File: config.mk
export PLATFORM = sky130hd
export DESIGN_NAME = annexb_nal_deframer_unit
export DESIGN_NICKNAME = d
export VERILOG_FILES = /design/src/rtl/anbd_pkg.sv /design/src/rtl/anbd_front.sv /design/src/rtl/anbd_queue.sv /design/src/rtl/anbd_back.sv /design/src/rtl/annexb_nal_deframer_unit.sv
export SDC_FILE = /design/constraint.sdc
export NUM_CORES = 1
export LEC_CHECK = 0
export BUFFER_PORTS_ARGS = -buffer_cell sky130_fd_sc_hd__buf_2
export CORE_MARGIN = 5
export CORE_UTILIZATION = 60
export CTS_BUF_LIST = sky130_fd_sc_hd__clkbuf_16
export CTS_CLUSTER_DIAMETER = 40
export DETAILED_ROUTE_END_ITERATION = 7
export PLACE_DENSITY = 0.8
export SLEW_MARGIN = 30
export SYNTH_ARGS = -nofsm -noshare
export SYNTH_HDL_FRONTEND = slang
export SYNTH_SLANG_ARGS = --single-unit
File: constraint.sdc
create_clock -name aclk -period 4.1 [get_ports aclk]
set_input_delay 0.205 -clock aclk [delete_from_list [all_inputs] [get_ports aclk]]
set_output_delay 0.205 -clock aclk [all_outputs]
set_load 0.05 [all_outputs]
File: src/rtl/anbd_pkg.sv
package anbd_pkg;

    typedef enum logic [1:0] {
        KIND_PAYLOAD = 2'd0,
        KIND_END     = 2'd1,
        KIND_DISCARD = 2'd2
    } kind_t;

    localparam logic [7:0] BYTE_ZERO  = 8'h00;
    localparam logic [7:0] BYTE_START = 8'h01;
    localparam logic [7:0] BYTE_EPB   = 8'h03;
    localparam logic [1:0] HELD_MAX   = 2'd3;
    localparam logic [1:0] HELD_CODE  = 2'd2;

    // one classified input byte: a run of held zeros, then an optional tail result
    typedef struct packed {
        logic [1:0]  zcnt;
        kind_t       zkind;
        logic        tail_en;
        kind_t       tail_kind;
        logic [7:0]  tail_byte;
        logic [15:0] unit;
    } cmd_t;

endpackage

File: src/rtl/anbd_front.sv
module anbd_front (
    input  logic              aclk,
    input  logic              aresetn,
    input  logic              take,
    input  logic [7:0]        in_byte,
    input  logic              is_flush,
    output logic              push,
    output anbd_pkg::cmd_t    cmd
);

    logic [1:0]  held_reg, held_next;
    logic        inside_reg, inside_next;
    logic [15:0] unit_reg, unit_next;
    anbd_pkg::kind_t data_kind;

    assign data_kind = inside_reg ? anbd_pkg::KIND_PAYLOAD : anbd_pkg::KIND_DISCARD;

    always_comb begin
        held_next      = held_reg;
        inside_next    = inside_reg;
        unit_next      = unit_reg;
        cmd.zcnt       = 2'd0;
        cmd.zkind      = data_kind;
        cmd.tail_en    = 1'b0;
        cmd.tail_kind  = data_kind;
        cmd.tail_byte  = anbd_pkg::BYTE_ZERO;
        cmd.unit       = unit_reg;
        priority if (is_flush) begin
            cmd.zcnt      = held_reg;
            cmd.tail_en   = inside_reg;
            cmd.tail_kind = anbd_pkg::KIND_END;
            held_next     = 2'd0;
            inside_next   = 1'b0;
            unit_next     = unit_reg + {15'd0, inside_reg};
        end else if (in_byte == anbd_pkg::BYTE_ZERO) begin
            // oldest zero falls out once three are held
            if (held_reg == anbd_pkg::HELD_MAX) begin
                cmd.zcnt = 2'd1;
            end else begin
                held_next = held_reg + 2'd1;
            end
        end else if (in_byte == anbd_pkg::BYTE_START && held_reg >= anbd_pkg::HELD_CODE) begin
            cmd.tail_en   = inside_reg;
            cmd.tail_kind = anbd_pkg::KIND_END;
            held_next     = 2'd0;
            inside_next   = 1'b1;
            unit_next     = unit_reg + {15'd0, inside_reg};
        end else if (in_byte == anbd_pkg::BYTE_EPB && held_reg >= anbd_pkg::HELD_CODE) begin
            cmd.zcnt      = held_reg;
            cmd.tail_en   = !inside_reg;
            cmd.tail_kind = anbd_pkg::KIND_DISCARD;
            cmd.tail_byte = anbd_pkg::BYTE_EPB;
            held_next     = 2'd0;
        end else begin
            cmd.zcnt      = held_reg;
            cmd.tail_en   = 1'b1;
            cmd.tail_byte = in_byte;
            held_next     = 2'd0;
        end
    end

    assign push = take && (cmd.zcnt != 2'd0 || cmd.tail_en);

    always_ff @(posedge aclk) begin
        if (!aresetn) begin
            held_reg   <= 2'd0;
            inside_reg <= 1'b0;
            unit_reg   <= 16'd0;
        end else if (take) begin
            held_reg   <= held_next;
            inside_reg <= inside_next;
            unit_reg   <= unit_next;
        end
    end

endmodule

File: src/rtl/anbd_queue.sv
module anbd_queue #(
    parameter int DEPTH = 4
) (
    input  logic              aclk,
    input  logic              aresetn,
    input  logic              push,
    input  anbd_pkg::cmd_t    push_cmd,
    output logic              full,
    input  logic              pop,
    output logic              head_valid,
    output anbd_pkg::cmd_t    head_cmd
);

    localparam int PTR_W = (DEPTH > 1) ? $clog2(DEPTH) : 1;
    localparam int CNT_W = $clog2(DEPTH + 1);

    anbd_pkg::cmd_t mem_reg [DEPTH];
    logic [PTR_W-1:0] wr_ptr_reg, rd_ptr_reg;
    logic [CNT_W-1:0] count_reg;

    assign full       = (count_reg == CNT_W'(DEPTH));
    assign head_valid = (count_reg != '0);
    assign head_cmd   = mem_reg[rd_ptr_reg];

    function automatic logic [PTR_W-1:0] ptr_inc(input logic [PTR_W-1:0] p);
        return (p == PTR_W'(DEPTH - 1)) ? '0 : p + PTR_W'(1);
    endfunction

    always_ff @(posedge aclk) begin
        if (push) begin
            mem_reg[wr_ptr_reg] <= push_cmd;
        end
    end

    always_ff @(posedge aclk) begin
        if (!aresetn) begin
            wr_ptr_reg <= '0;
            rd_ptr_reg <= '0;
            count_reg  <= '0;
        end else begin
            if (push) wr_ptr_reg <= ptr_inc(wr_ptr_reg);
            if (pop)  rd_ptr_reg <= ptr_inc(rd_ptr_reg);
            if (push && !pop)      count_reg <= count_reg + CNT_W'(1);
            else if (pop && !push) count_reg <= count_reg - CNT_W'(1);
        end
    end

endmodule

File: src/rtl/anbd_back.sv
module anbd_back (
    input  logic              aclk,
    input  logic              aresetn,
    input  logic              head_valid,
    input  anbd_pkg::cmd_t    head_cmd,
    output logic              pop,
    output logic              m_tvalid,
    input  logic              m_tready,
    output logic [23:0]       m_tdata,
    output logic [1:0]        m_tuser,
    output logic              m_tlast
);

    logic [1:0]  idx_reg, idx_next;
    logic        valid_reg;
    logic [7:0]  byte_reg, byte_next;
    logic [15:0] unit_reg;
    anbd_pkg::kind_t kind_reg, kind_next;
    logic        last_reg, last_next;
    logic [2:0]  total;
    logic        load;

    assign total = {1'b0, head_cmd.zcnt} + {2'b0, head_cmd.tail_en};
    assign load  = head_valid && (!valid_reg || m_tready);

    always_comb begin
        last_next = ({1'b0, idx_reg} + 3'd1) == total;
        if (idx_reg < head_cmd.zcnt) begin
            kind_next = head_cmd.zkind;
            byte_next = anbd_pkg::BYTE_ZERO;
        end else begin
            kind_next = head_cmd.tail_kind;
            byte_next = head_cmd.tail_byte;
        end
        idx_next = last_next ? 2'd0 : idx_reg + 2'd1;
    end

    assign pop = load && last_next;

    always_ff @(posedge aclk) begin
        if (!aresetn) begin
            idx_reg   <= 2'd0;
            valid_reg <= 1'b0;
        end else begin
            if (load) begin
                idx_reg   <= idx_next;
                valid_reg <= 1'b1;
            end else if (m_tready) begin
                valid_reg <= 1'b0;
            end
        end
    end

    always_ff @(posedge aclk) begin
        if (load) begin
            kind_reg <= kind_next;
            byte_reg <= byte_next;
            unit_reg <= head_cmd.unit;
            last_reg <= last_next;
        end
    end

    assign m_tvalid = valid_reg;
    assign m_tdata  = {unit_reg, byte_reg};
    assign m_tuser  = kind_reg;
    assign m_tlast  = last_reg;

endmodule

File: src/rtl/annexb_nal_deframer_unit.sv
// the first result beat of a byte is registered in the command queue, then in the output register
// throughput: one byte per cycle while the queue has space; a byte that yields k results sends k result beats
// bytes that yield no result (held zeros, start codes with no open unit) free output slots for bursts
// the command queue between front end and output stage absorbs bursts of up to QUEUE_DEPTH bytes
// reset: aresetn synchronous, active low; clears held zeros, open unit flag, unit count and queue
module annexb_nal_deframer_unit #(
    parameter int QUEUE_DEPTH = 4
) (
    input  logic        aclk,
    input  logic        aresetn,
    // input beat channel
    input  logic        s_tvalid,
    output logic        s_tready,
    input  logic [7:0]  s_tdata,   // [7:0] in_byte
    input  logic        s_tuser,   // [0] is_flush
    // result beat channel
    output logic        m_tvalid,
    input  logic        m_tready,
    output logic [23:0] m_tdata,   // [7:0] out_byte, [23:8] unit_number
    output logic [1:0]  m_tuser,   // [1:0] kind
    output logic        m_tlast    // last_of_run
);

    logic           take;
    logic           push;
    logic           full;
    logic           pop;
    logic           head_valid;
    anbd_pkg::cmd_t push_cmd;
    anbd_pkg::cmd_t head_cmd;

    // the front end never waits on the output, only on queue space
    assign s_tready = !full;
    assign take     = s_tvalid && s_tready;

    // classifies each byte against held zeros and tracks the open unit
    anbd_front u_front (
        .aclk     (aclk),
        .aresetn  (aresetn),
        .take     (take),
        .in_byte  (s_tdata),
        .is_flush (s_tuser),
        .push     (push),
        .cmd      (push_cmd)
    );

    // only bytes that produce at least one result enter the queue
    anbd_queue #(
        .DEPTH (QUEUE_DEPTH)
    ) u_queue (
        .aclk       (aclk),
        .aresetn    (aresetn),
        .push       (push),
        .push_cmd   (push_cmd),
        .full       (full),
        .pop        (pop),
        .head_valid (head_valid),
        .head_cmd   (head_cmd)
    );

    // expands each queued command into its result beats behind an output register
    anbd_back u_back (
        .aclk       (aclk),
        .aresetn    (aresetn),
        .head_valid (head_valid),
        .head_cmd   (head_cmd),
        .pop        (pop),
        .m_tvalid   (m_tvalid),
        .m_tready   (m_tready),
        .m_tdata    (m_tdata),
        .m_tuser    (m_tuser),
        .m_tlast    (m_tlast)
    );

endmodule

==> metrics.md, run 1 <==
| Metric | Value |
|---|---|
| Final hold violations | `0` |
| Max Slew Vio Count | `0` |
| Sequential area share after synthesis | `71.6%` |
| Later-pin clock latency in the skew report | `430 ps` |
| Synth Flop Type | `edfxtp_1` |
| Die H | `118 um` |
| Netlist cell types | `51` |
| Max FFs per register | `120` |
| Diode count | `0` |
| CP peak stage delay | `600 ps` |
| Max_cap viols | `0` |
| Worst slew margin | `43.1%` |
| Number of antenna violations at the first check in global routing | `0` |
| GP Congestion | `0.833` |
| Drt initial violations | `270` |
| Vias after detailed routing | `3631` |
| CTS Buf Count | `17` |
| Worst-path clk slew | `60 ps` |
| CP Data Arrival Time | `3890 ps` |
| Layout cell share with drive strength beyond 1 | `25.0%` |
| Vias/cell | `5.83` |
| # setup viols final | `0` |
| Gate Count Post-Synth | `411` |
| Minimum clock period | `3550 ps` |
| 1st-pass router iterations | `5` |
| Grt total ovfl | `0` |
| Fin Setup TNS | `0 ps` |
| Crit path cell chain | `mux4_2 -> ha_1 -> ha_1 -> xor2_1 -> nor3_1 -> nand2_1 -> ha_1 -> inv_1 -> fa_1 -> xor2_1 -> or3_1 -> a21oi_1` |
| Outcome | `finished clean` |
| Fin Clk Skew | `9.96 ps` |
| LEAKAGE | `2.83 nW` |
| Cts hold-fix bufs | `0` |
| PD cells | `651 nW/um2` |
| Largest net degree at the start of global routing | `31` |
| Initial Utilization | `61.3%` |
| Mapped cell area | `7030 um2` |
| CP Max Fanout | `12` |
| Synth Area in Simple Gates | `8.29%` |
| First-pass GRT wire length | `19800 um` |
| Crit share post-route | `86.5%` |
| Wire per inst | `19.5 um` |
| Post-DP HPWL | `7840 um` |
| Crit path required time | `4440 ps` |
| Synth Warn # | `0` |
| Main combinational cell family by area after synthesis | `multiplexers` |
| Buffers on Ports | `41` |
| Slew @ Worst Pin | `854 ps` |
| Vias in the first global route | `3705` |
| CTS HTree Levels | `4` |
| CP Class | `reg2reg` |
| Core Region | `11500 um2` |
| Hold Crit Start | `m_tready` |
| Unrepaired setup endpoints after global routing | `no` |
| Most used cell along the critical path | `ha_1` |
| Peak supply drop | `0.591 mV` |
| Detailed-route wire length | `12200 um` |
| Fmax | `282 MHz` |
| Bufs on Longest Clock Path | `2` |
| Synth Area in XOR/XNOR | `1.99%` |
| TritonCTS clock tree | `built` |
| Chip width | `118 um` |
| # DRC | `0` |
| Boundary Pins | `42` |
| Root Driver | `clkbuf_16` |
| Cts repair resizes | `0` |
| Post-CTS setup repair buffer count | `0` |
| Complex-gate fraction of the synthesized area | `3.13%` |
| Async S/R FF share, synth | `0%` |
| # nets final | `495` |
| Post-synth EDFFs | `147` |
| Syn_area_per_cell | `17.1 um2` |
| Area Overhead vs Synth | `15.0%` |
| Die Area | `14000 um2` |
| Synth Register Bits | `178` |
| Clk sink count | `178` |
| Pwr Total | `5.27 mW` |
| Multiplexer share of the synthesized area | `10.6%` |
| Number of fill cells | `700` |
| Syn_nets | `439` |
| Antenna viol nets, final | `0` |
| Synth Area in Adders | `2.78%` |
| CP max-delay cell | `dfxtp_2` |
| Hold crit path type | `in2reg` |
| Crit. End Element | `flip-flop` |
| Worst setup SP type | `flip-flop` |
| Row count | `39` |
| GRT Total Usage | `18.7%` |
-- report_power, final --
group | switching (mW) | internal [mW]
registers | 0.0923 | 2.25
logic | 0.871 | 0.361
clock network | 0.670 | 1.03
total | 1.63 | 3.63
-- cell families after synthesis --
kind of cell,after synthesis
adder cells (fa/ha/maj),15
buffers and inverters,29
AO/OA/AOI/OAI,32
AND/OR/NAND/NOR,102
XOR/XNOR,16
multiplexers,39
flip-flops,178
-- cell usage in the layout, fill, tap and decap left out, types with 11 or more instances in the layout --
cell | Yosys | final
and2_1 | 11 | 11
clkbuf_16 | 0 | 17
nor2b_1 | 12 | 12
mux4_2 | 28 | 28
dfxtp_1 | 31 | 30
edfxtp_1 | 147 | 147
ha_1 | 14 | 14
nand2_1 | 15 | 15
buf_2 | 5 | 41
nor2_1 | 24 | 24
a21oi_1 | 14 | 14
inv_1 | 13 | 14
-- stage by stage --
step	worst slack, ps	utilization, %	hold WS (ps)	instance area, um2	instances
6_report	553	70.5	49.9	8080	623
5_1_grt	287	70.5	59.5	8080	623
4_1_cts	504	70.5	33.8	8080	623
3_5_place_dp	498	65.0	471	7450	591
3_3_place_gp	658	65.0	452	7450	591
2_1_floorplan	506	-	351	7030	411
-- path summary, 6_finish.rpt --
kind | end | slack [ps] | cells after the start
max | u_queue.count_reg[2] | 550 | 12
min | u_back.m_tvalid | 50 | 4
max reg2reg | u_queue.count_reg[2] | 550 | 12
min reg2reg | u_back.m_tvalid | 480 | 2
-- metal layers --
| metal | up-vias | global-route usage (%) | part of all wire, % |
|---|---|---|---|
| met1 | 1811 | 24.5 | 42 |
| met5 | - | 0 | 0 |
| li1 | 1704 | - | - |
| met3 | 18 | 5.78 | 4.7 |
| met2 | 98 | 29.5 | 51 |
| met4 | 0 | 7.60 | 2.0 |
-- critical path, delay by kind of cell, from the launching register on --
family          cells  cell delay [ps]
compound gates      1              140
xor+xnor            2              250
fa+ha+maj           4              930
buf+inv             1               70
flops               1              600
mux                 1              570
simple gates        3              900
-- synth_stat cells, types with 3 or more instances --
cell type / number / area share, %
xnor2_1: 8 / 1.0
mux4_2: 28 / 9.0
buf_2: 5 / 0.36
inv_1: 13 / 0.69
nor2_1: 24 / 1.3
nor3b_1: 3 / 0.32
ha_1: 14 / 2.5
clkbuf_1: 7 / 0.37
dfxtp_1: 31 / 8.8
or3_1: 4 / 0.36
mux2i_1: 10 / 1.4
a21oi_1: 14 / 1.0
nor2b_1: 12 / 1.1
nand2b_1: 3 / 0.27
xor2_1: 8 / 1.0
nand3_1: 5 / 0.36
and2_1: 11 / 0.98
nand2_1: 15 / 0.80
nor3_1: 8 / 0.57
edfxtp_1: 147 / 63
o21ai_0: 6 / 0.43
nand4_1: 3 / 0.27
-- cell type report --
type	instances	area (um2)	share of cell area, %
clock inverter	15	204	2.52
clock buffer	17	425	5.26
tap	143	179	2.21
timing repair buffer	50	298	3.68
inverter	16	61.3	0.758
multi-input combinational	204	1880	23.3
sequential	178	5040	62.3
(Power assumes the default switching activity.)
==> run 2: changes to the inputs <==
--- a/config.mk
+++ b/config.mk
@@ -11,6 +11,7 @@
 export CTS_BUF_LIST = sky130_fd_sc_hd__clkbuf_16
 export CTS_CLUSTER_DIAMETER = 40
 export DETAILED_ROUTE_END_ITERATION = 7
+export GPL_TIMING_DRIVEN = 0
 export PLACE_DENSITY = 0.8
 export SLEW_MARGIN = 30
 export SYNTH_ARGS = -nofsm -noshare
==> run 2 against run 1 <==
Compared with the run above:
- via count grew 3.1%
- clock power fell by 11%
- power fell by 3.0%
- worst setup slack got worse by 300 ps
- sequential share of layout area about the same
- combinational power grew 4%
- final area hardly changed
- critical path depth increased by 1
- wire length rose by 5.8%
==> metrics.md, run 2 (synthesis results as in run 1) <==
| Metric | Value |
|---|---|
| Vias/cell | `5.95 (+2.1%)` |
| Pint | `3.45 mW (-5.0%)` |
| Fin Clk Skew | `7.14 ps (-2.82 ps)` |
| # nets final | `501 (+1.2%)` |
| Number of fill cells | `683 (-2.4%)` |
| Wire per inst | `20.5 um (+4.8%)` |
| Post-Layout Cell Count | `629 (+0.96%)` |
| Grt total ovfl | `0 (unchanged)` |
| # DRC | `0 (unchanged)` |
| Drt initial violations | `322 (+19%)` |
| Final worst slack | `250 ps (-303 ps)` |
| Flop pwr share | `45.5% (+1.1 points)` |
| Bufs on Longest Clock Path | `2 (unchanged)` |
| Cts hold-fix bufs | `0 (unchanged)` |
| CP Max Fanout | `15 (+3)` |
| Logic pwr share | `25.0% (+1.6 points)` |
| Vias in the first global route | `3787 (+2.2%)` |
| Vias after detailed routing | `3743 (+3.1%)` |
| Boundary Pins | `42 (unchanged)` |
| Minimum clock period | `3850 ps (+303 ps)` |
| CP Data Arrival Time | `4200 ps (+310 ps)` |
| DP Area | `7510 um2 (+0.76%)` |
| Sw frac | `32.5% (+1.5 points)` |
| Core Region | `11500 um2 (unchanged)` |
| Crit. End Element | `flip-flop` |
| Slew @ Worst Pin | `708 ps (-145 ps)` |
| Unrepaired setup endpoints after global routing | `no` |
| Peak supply drop | `0.697 mV (+18%)` |
| Worst setup SP type | `flip-flop` |
| Layout cell share with drive strength beyond 1 | `25.5% (+0.51 points)` |
| Crit path cell chain | `buf_2 -> clkbuf_1 -> mux4_2 -> ha_1 -> xor2_1 -> nor3_2 -> nand2_1 -> ha_1 -> inv_1 -> fa_1 -> xor2_1 -> or3_1 -> a21oi_1` |
| 1st-pass router iterations | `5 (unchanged)` |
| Area Overhead vs Synth | `14.9% (about the same)` |
| LEAKAGE | `2.82 nW (-0.41%)` |
| Die H | `118 um (unchanged)` |
| Hold crit path type | `in2reg` |
| TritonCTS clock tree | `built` |
| Final core occ | `70.5% (about the same)` |
| PD cells | `633 nW/um2 (-2.9%)` |
| Worst slew margin | `52.7% (+9.6 points)` |
| GRT Total Usage | `19.1% (+0.40 points)` |
| Initial Utilization | `61.3% (unchanged)` |
| CP peak stage delay | `560 ps (-40 ps)` |
| Largest net degree at the start of global routing | `29 (-6.5%)` |
| Detailed-route wire length | `12900 um (+5.8%)` |
| Post-placement setup slack | `-431 ps (-929 ps)` |
| Later-pin clock latency in the skew report | `420 ps (about the same)` |
| Psw | `1.66 mW (+1.7%)` |
| Outcome | `finished clean` |
| Post-CTS setup repair buffer count | `0 (unchanged)` |
| Buffers on Ports | `40 (-2.4%)` |
| Max FFs per register | `120 (unchanged)` |
| Hold slack | `52.0 ps (+2.08 ps)` |
| GP Congestion | `0.818 (-1.8%)` |
| Final hold violations | `0 (unchanged)` |
| Family with the most delay on the worst path | `buffers and inverters` |
| Number of antenna violations at the first check in global routing | `0 (unchanged)` |
| CTS Buf Count | `17 (unchanged)` |
| CP max-delay cell | `clkbuf_1` |
| Most common cell after layout, fill and taps aside | `edfxtp_1` |
| Worst Path Buf+Inv | `3 (+2)` |
| Clk sink count | `178 (unchanged)` |
| Max Slew Vio Count | `0 (unchanged)` |
| CTS HTree Levels | `4 (unchanged)` |
| Fmax | `260 MHz (-7.9%)` |
| Max_cap viols | `0 (unchanged)` |
| Worst-path clk slew | `70 ps (about the same)` |
| Post-route cell area | `8080 um2 (about the same)` |
| Chip width | `118 um (unchanged)` |
| First-pass GRT wire length | `20300 um (+2.7%)` |
| Most frequent cells in the layout | `147 x edfxtp_1, 43 x buf_2, 31 x dfxtp_1, 28 x mux4_2, 24 x nor2_1` |
| Cell total after placement | `598 (+1.2%)` |
| Diode count | `0 (unchanged)` |
| Crit path required time | `4450 ps (about the same)` |
| Row count | `39 (unchanged)` |
| CP Class | `reg2reg` |
| Post-DP HPWL | `8050 um (+2.6%)` |
| # setup viols final | `0 (unchanged)` |
| Crit share post-route | `93.9% (+7.4 points)` |
| Hold Crit Start | `m_tready` |
| Antenna viol nets, final | `0 (unchanged)` |
| Clock power share | `29.6% (-2.6 points)` |
| Root Driver | `clkbuf_16` |
| Die Area | `14000 um2 (unchanged)` |
[run 2: cell count changes in the layout (fill, tap and decap cells not counted), sizes merged]
cell | before | now
buf | 50 | 48
bufinv | 4 | 1
clkbuf | 17 | 25
clkinv | 4 | 8
inv | 20 | 19
[run 2: power groups by stage]
stage / clock [mW] / sequential, mW / combinational (mW)
after floorplan: 0 / 2.78 / 0.526
after global placement: 0 / 2.35 / 1.22
after detailed placement: 0 / 2.36 / 1.27
after CTS: 1.53 / 2.33 / 1.28
after global routing: 1.61 / 2.34 / 1.36
final: 1.51 / 2.32 / 1.28
[run 2: final timing paths]
kind                                             end  slack, ps  cells past startpoint
worst max register to register  u_queue.count_reg[2]        250                     13
worst min register to register       u_back.m_tvalid        480                      2
worst min-delay path                 u_back.m_tvalid         50                      4
worst max-delay path            u_queue.count_reg[2]        250                     13
[run 2: cell type report]
type	instances	area (um2)	area share, %
Buffer	12	61.3	0.759
Clock buffer	17	425	5.27
Clock inverter	15	131	1.63
Inverter	16	61.3	0.759
Multi-Input combinational cell	204	1890	23.4
Sequential cell	178	5030	62.3
Tap cell	143	179	2.21
Timing Repair Buffer	44	295	3.65
[run 2: worst min-delay path, cell delays in order]
cell and delay, ps:
buf_2 70, inv_1 40, nand2_1 60, a21oi_1 50
[run 2: through the flow]
| stage | TNS, ps | power, mW |
|---|---|---|
| after floorplan | 0 | 3.31 |
| after global placement | -831 | 3.57 |
| after detailed placement | -884 | 3.63 |
| after CTS | 0 | 5.14 |
| after global routing | 0 | 5.32 |
| final | 0 | 5.11 |
[run 2: what timing repair did]
action / CTS / global route
endpoints found under the setup margin: 3 / 2
pin swaps: 0 / 0
gates resized for setup: 2 / 3
[run 2: metal layers]
| metal | up-vias | GRT usage [%] | wire [um] |
|---|---|---|---|
| li1 | 1715 | - | - |
| met1 | 1899 | 25.6 | 5510 |
| met4 | 0 | 6.88 | 212 |
| met3 | 23 | 4.73 | 612 |
| met2 | 106 | 30.8 | 6540 |
| met5 | - | 0 | 0 |
==> run 3: changes to the inputs <==
--- a/config.mk
+++ b/config.mk
@@ -7,12 +7,12 @@
 export LEC_CHECK = 0
 export BUFFER_PORTS_ARGS = -buffer_cell sky130_fd_sc_hd__buf_2
 export CORE_MARGIN = 5
-export CORE_UTILIZATION = 60
+export CORE_UTILIZATION = 30
 export CTS_BUF_LIST = sky130_fd_sc_hd__clkbuf_16
 export CTS_CLUSTER_DIAMETER = 40
 export DETAILED_ROUTE_END_ITERATION = 7
 export GPL_TIMING_DRIVEN = 0
-export PLACE_DENSITY = 0.8
+export PLACE_DENSITY = 0.46
 export SLEW_MARGIN = 30
 export SYNTH_ARGS = -nofsm -noshare
 export SYNTH_HDL_FRONTEND = slang
==> run 3 against run 2 <==
Compared with the run above:
- final area up 4.0%
- hold slack better by 7.6 ps
- combinational power is essentially flat
- critical path depth up 1
- largest power group unchanged
- first-iteration DRC count is 34% lower
- critical path type unchanged
- maximum frequency increased by 2.8%
- sequential share of layout area down 2.4 points
- worst setup slack better by 100 ps
- sequential power hardly changed
- wire length up 4.9%
- global-route usage shrank 8.3 points
- cell count increased by 28%
==> metrics.md, run 3 (synthesis results as in run 1) <==
| Metric | Value |
|---|---|
| Later-pin clock latency in the skew report | `420 ps (about the same)` |
| TritonCTS clock tree | `built` |
| CP max-delay cell | `mux4_2` |
| Grt met3 use | `3.05% (-1.7 points)` |
| Fmax | `267 MHz (+2.8%)` |
| Buffers on Ports | `40 (unchanged)` |
| CP peak stage delay | `530 ps (-30 ps)` |
| Outcome | `finished clean` |
| Crit path required time | `4450 ps (about the same)` |
| Max_cap viols | `0 (unchanged)` |
| Root Driver | `clkbuf_16` |
| Worst setup SP type | `flip-flop` |
| Unrepaired setup endpoints after global routing | `no` |
| Wire per inst | `16.8 um (-18%)` |
| Core Region | `23300 um2 (+100%)` |
| Chip width | `163 um (+38%)` |
| GP Congestion | `0.743 (-9.2%)` |
| Die Area | `26600 um2 (+90%)` |
| Drt initial violations | `212 (-34%)` |
| Diode count | `0 (unchanged)` |
| Number of antenna violations at the first check in global routing | `0 (unchanged)` |
| GR Util met2 | `18.6% (-12 points)` |
| CP Data Arrival Time | `4100 ps (-100 ps)` |
| Max Slew Vio Count | `0 (unchanged)` |
| Psw | `1.66 mW (-0.23%)` |
| Row count | `56 (+44%)` |
| CTS Buf Count | `17 (unchanged)` |
| Most common cell after layout, fill and taps aside | `edfxtp_1` |
| Max FFs per register | `120 (unchanged)` |
| Peak supply drop | `0.255 mV (-63%)` |
| Initial Utilization | `30.2% (-31 points)` |
| Clock power share | `33.8% (+4.2 points)` |
| # DRC | `0 (unchanged)` |
| Global-route track usage on met1 | `13.0% (-13 points)` |
| Fin Clk Skew | `6.09 ps (-1.06 ps)` |
| Vias/cell | `4.57 (-23%)` |
| Final worst slack | `354 ps (+104 ps)` |
| Crit. End Element | `flip-flop` |
| # setup viols final | `0 (unchanged)` |
| Minimum clock period | `3750 ps (-104 ps)` |
| Worst slew margin | `52.2% (-0.46 points)` |
| Pint | `3.75 mW (+8.9%)` |
| Sw frac | `30.6% (-1.9 points)` |
| LEAKAGE | `2.88 nW (+2.0%)` |
| Post-DP HPWL | `8820 um (+9.5%)` |
| PD cells | `644 nW/um2 (+1.8%)` |
| GRT Total Usage | `10.8% (-8.3 points)` |
| Final core occ | `36.1% (-34 points)` |
| Logic pwr share | `23.4% (-1.6 points)` |
| CTS HTree Levels | `4 (unchanged)` |
| Post-placement setup slack | `-648 ps (-217 ps)` |
| Hold crit path type | `in2reg` |
| Bufs on Longest Clock Path | `2 (unchanged)` |
| 1st-pass router iterations | `4 (-1)` |
| Layout cell share with drive strength beyond 1 | `25.8% (+0.26 points)` |
| Family with the most delay on the worst path | `adder cells` |
| Number of fill cells | `2223 (+230%)` |
| Hold slack | `59.6 ps (+7.64 ps)` |
| Vias in the first global route | `3824 (+0.98%)` |
| Die H | `163 um (+38%)` |
| Post-route cell area | `8400 um2 (+4.0%)` |
| Grt total ovfl | `0 (unchanged)` |
| Crit path cell chain | `buf_4 -> buf_6 -> mux4_2 -> ha_1 -> ha_1 -> xor2_1 -> nor3_2 -> nand2_1 -> ha_1 -> inv_1 -> fa_1 -> xor2_1 -> or3_1 -> a21oi_1` |
| Register area | `5030 um2 (unchanged)` |
| Largest net degree at the start of global routing | `31 (+6.9%)` |
| Fin Setup TNS | `0 ps (unchanged)` |
| Most frequent cells in the layout | `147 x edfxtp_1, 43 x buf_2, 31 x dfxtp_1, 28 x mux4_2, 24 x nor2_1` |
| CP Max Fanout | `10 (-5)` |
| Detailed-route wire length | `13500 um (+4.9%)` |
| Worst Path Buf+Inv | `3 (unchanged)` |
| First-pass GRT wire length | `21600 um (+6.1%)` |
| CP Class | `reg2reg` |
| Crit share post-route | `91.4% (-2.5 points)` |
| Vias after detailed routing | `3673 (-1.9%)` |
| Boundary Pins | `42 (unchanged)` |
| Top Usage Layer GRT | `met2` |
| DP Area | `7710 um2 (+2.7%)` |
| Clk sink count | `178 (unchanged)` |
| Flop pwr share | `42.8% (-2.7 points)` |
| Worst-path clk slew | `60 ps (about the same)` |
| Final hold violations | `0 (unchanged)` |
| Area of the multi-input gates | `1890 um2 (about the same)` |
| Antenna viol nets, final | `0 (unchanged)` |
| Slew @ Worst Pin | `716 ps (+7.88 ps)` |
| Most used cell along the critical path | `ha_1` |
| Area Overhead vs Synth | `19.5%` |
| # nets final | `500 (-0.20%)` |
[run 3: layer usage]
layer,part of all wire [%],vias up
met4,1.7,0
met1,44,1896
met5,0,-
li1,-,1714
met2,51,47
met3,3.1,16
[run 3: what timing repair did]
item / 4_1_cts / 5_1_grt
hold buffers: 0 / 0
endpoints found under the setup margin: 5 / 2
setup buffers: 0 / 0
gates resized for setup: 3 / 6
[run 3: power by group through the flow]
stage                     Clock, mW  Combinational (mW)  Sequential (mW)
after floorplan                   0               0.526             2.78
after global placement            0                1.26             2.36
after detailed placement          0                1.29             2.36
after CTS                      1.88                1.30             2.32
after global routing           1.96                1.38             2.34
final                          1.83                1.27             2.32
[run 3: worst paths after layout]
check	start	endpoint	slack [ps]	cells past startpoint
worst max-delay path	flip-flop	u_queue.count_reg[2]	350	14
worst min-delay path	m_tready	u_back.m_tvalid	60	4
worst max register to register	flip-flop	u_queue.count_reg[2]	350	14
worst min register to register	u_back.m_tvalid	u_back.m_tvalid	490	2
[run 3: stage by stage]
stage               power (mW)  std cells
floorplan                 3.31        411
global placement          3.62        770
detailed placement        3.66        773
CTS                       5.50        804
global route              5.68        804
finish                    5.41        804
[run 3: cell type report]
type,instances,share of cell area (%)
multi-input cells,204,22.5
clock buffers,17,5.06
flip-flops and latches,178,59.9
well taps,319,4.75
plain buffers,12,0.774
clock inverters,15,2.99
inverters,16,0.729
repair buffers,43,3.28
[run 3: tightest hold or removal path, delay by kind of cell]
family | cells | cell delay (ps)
AOI/OAI and AO/OA | 1 | 50
buffers and inverters | 2 | 110
and+or+nand+nor | 1 | 60
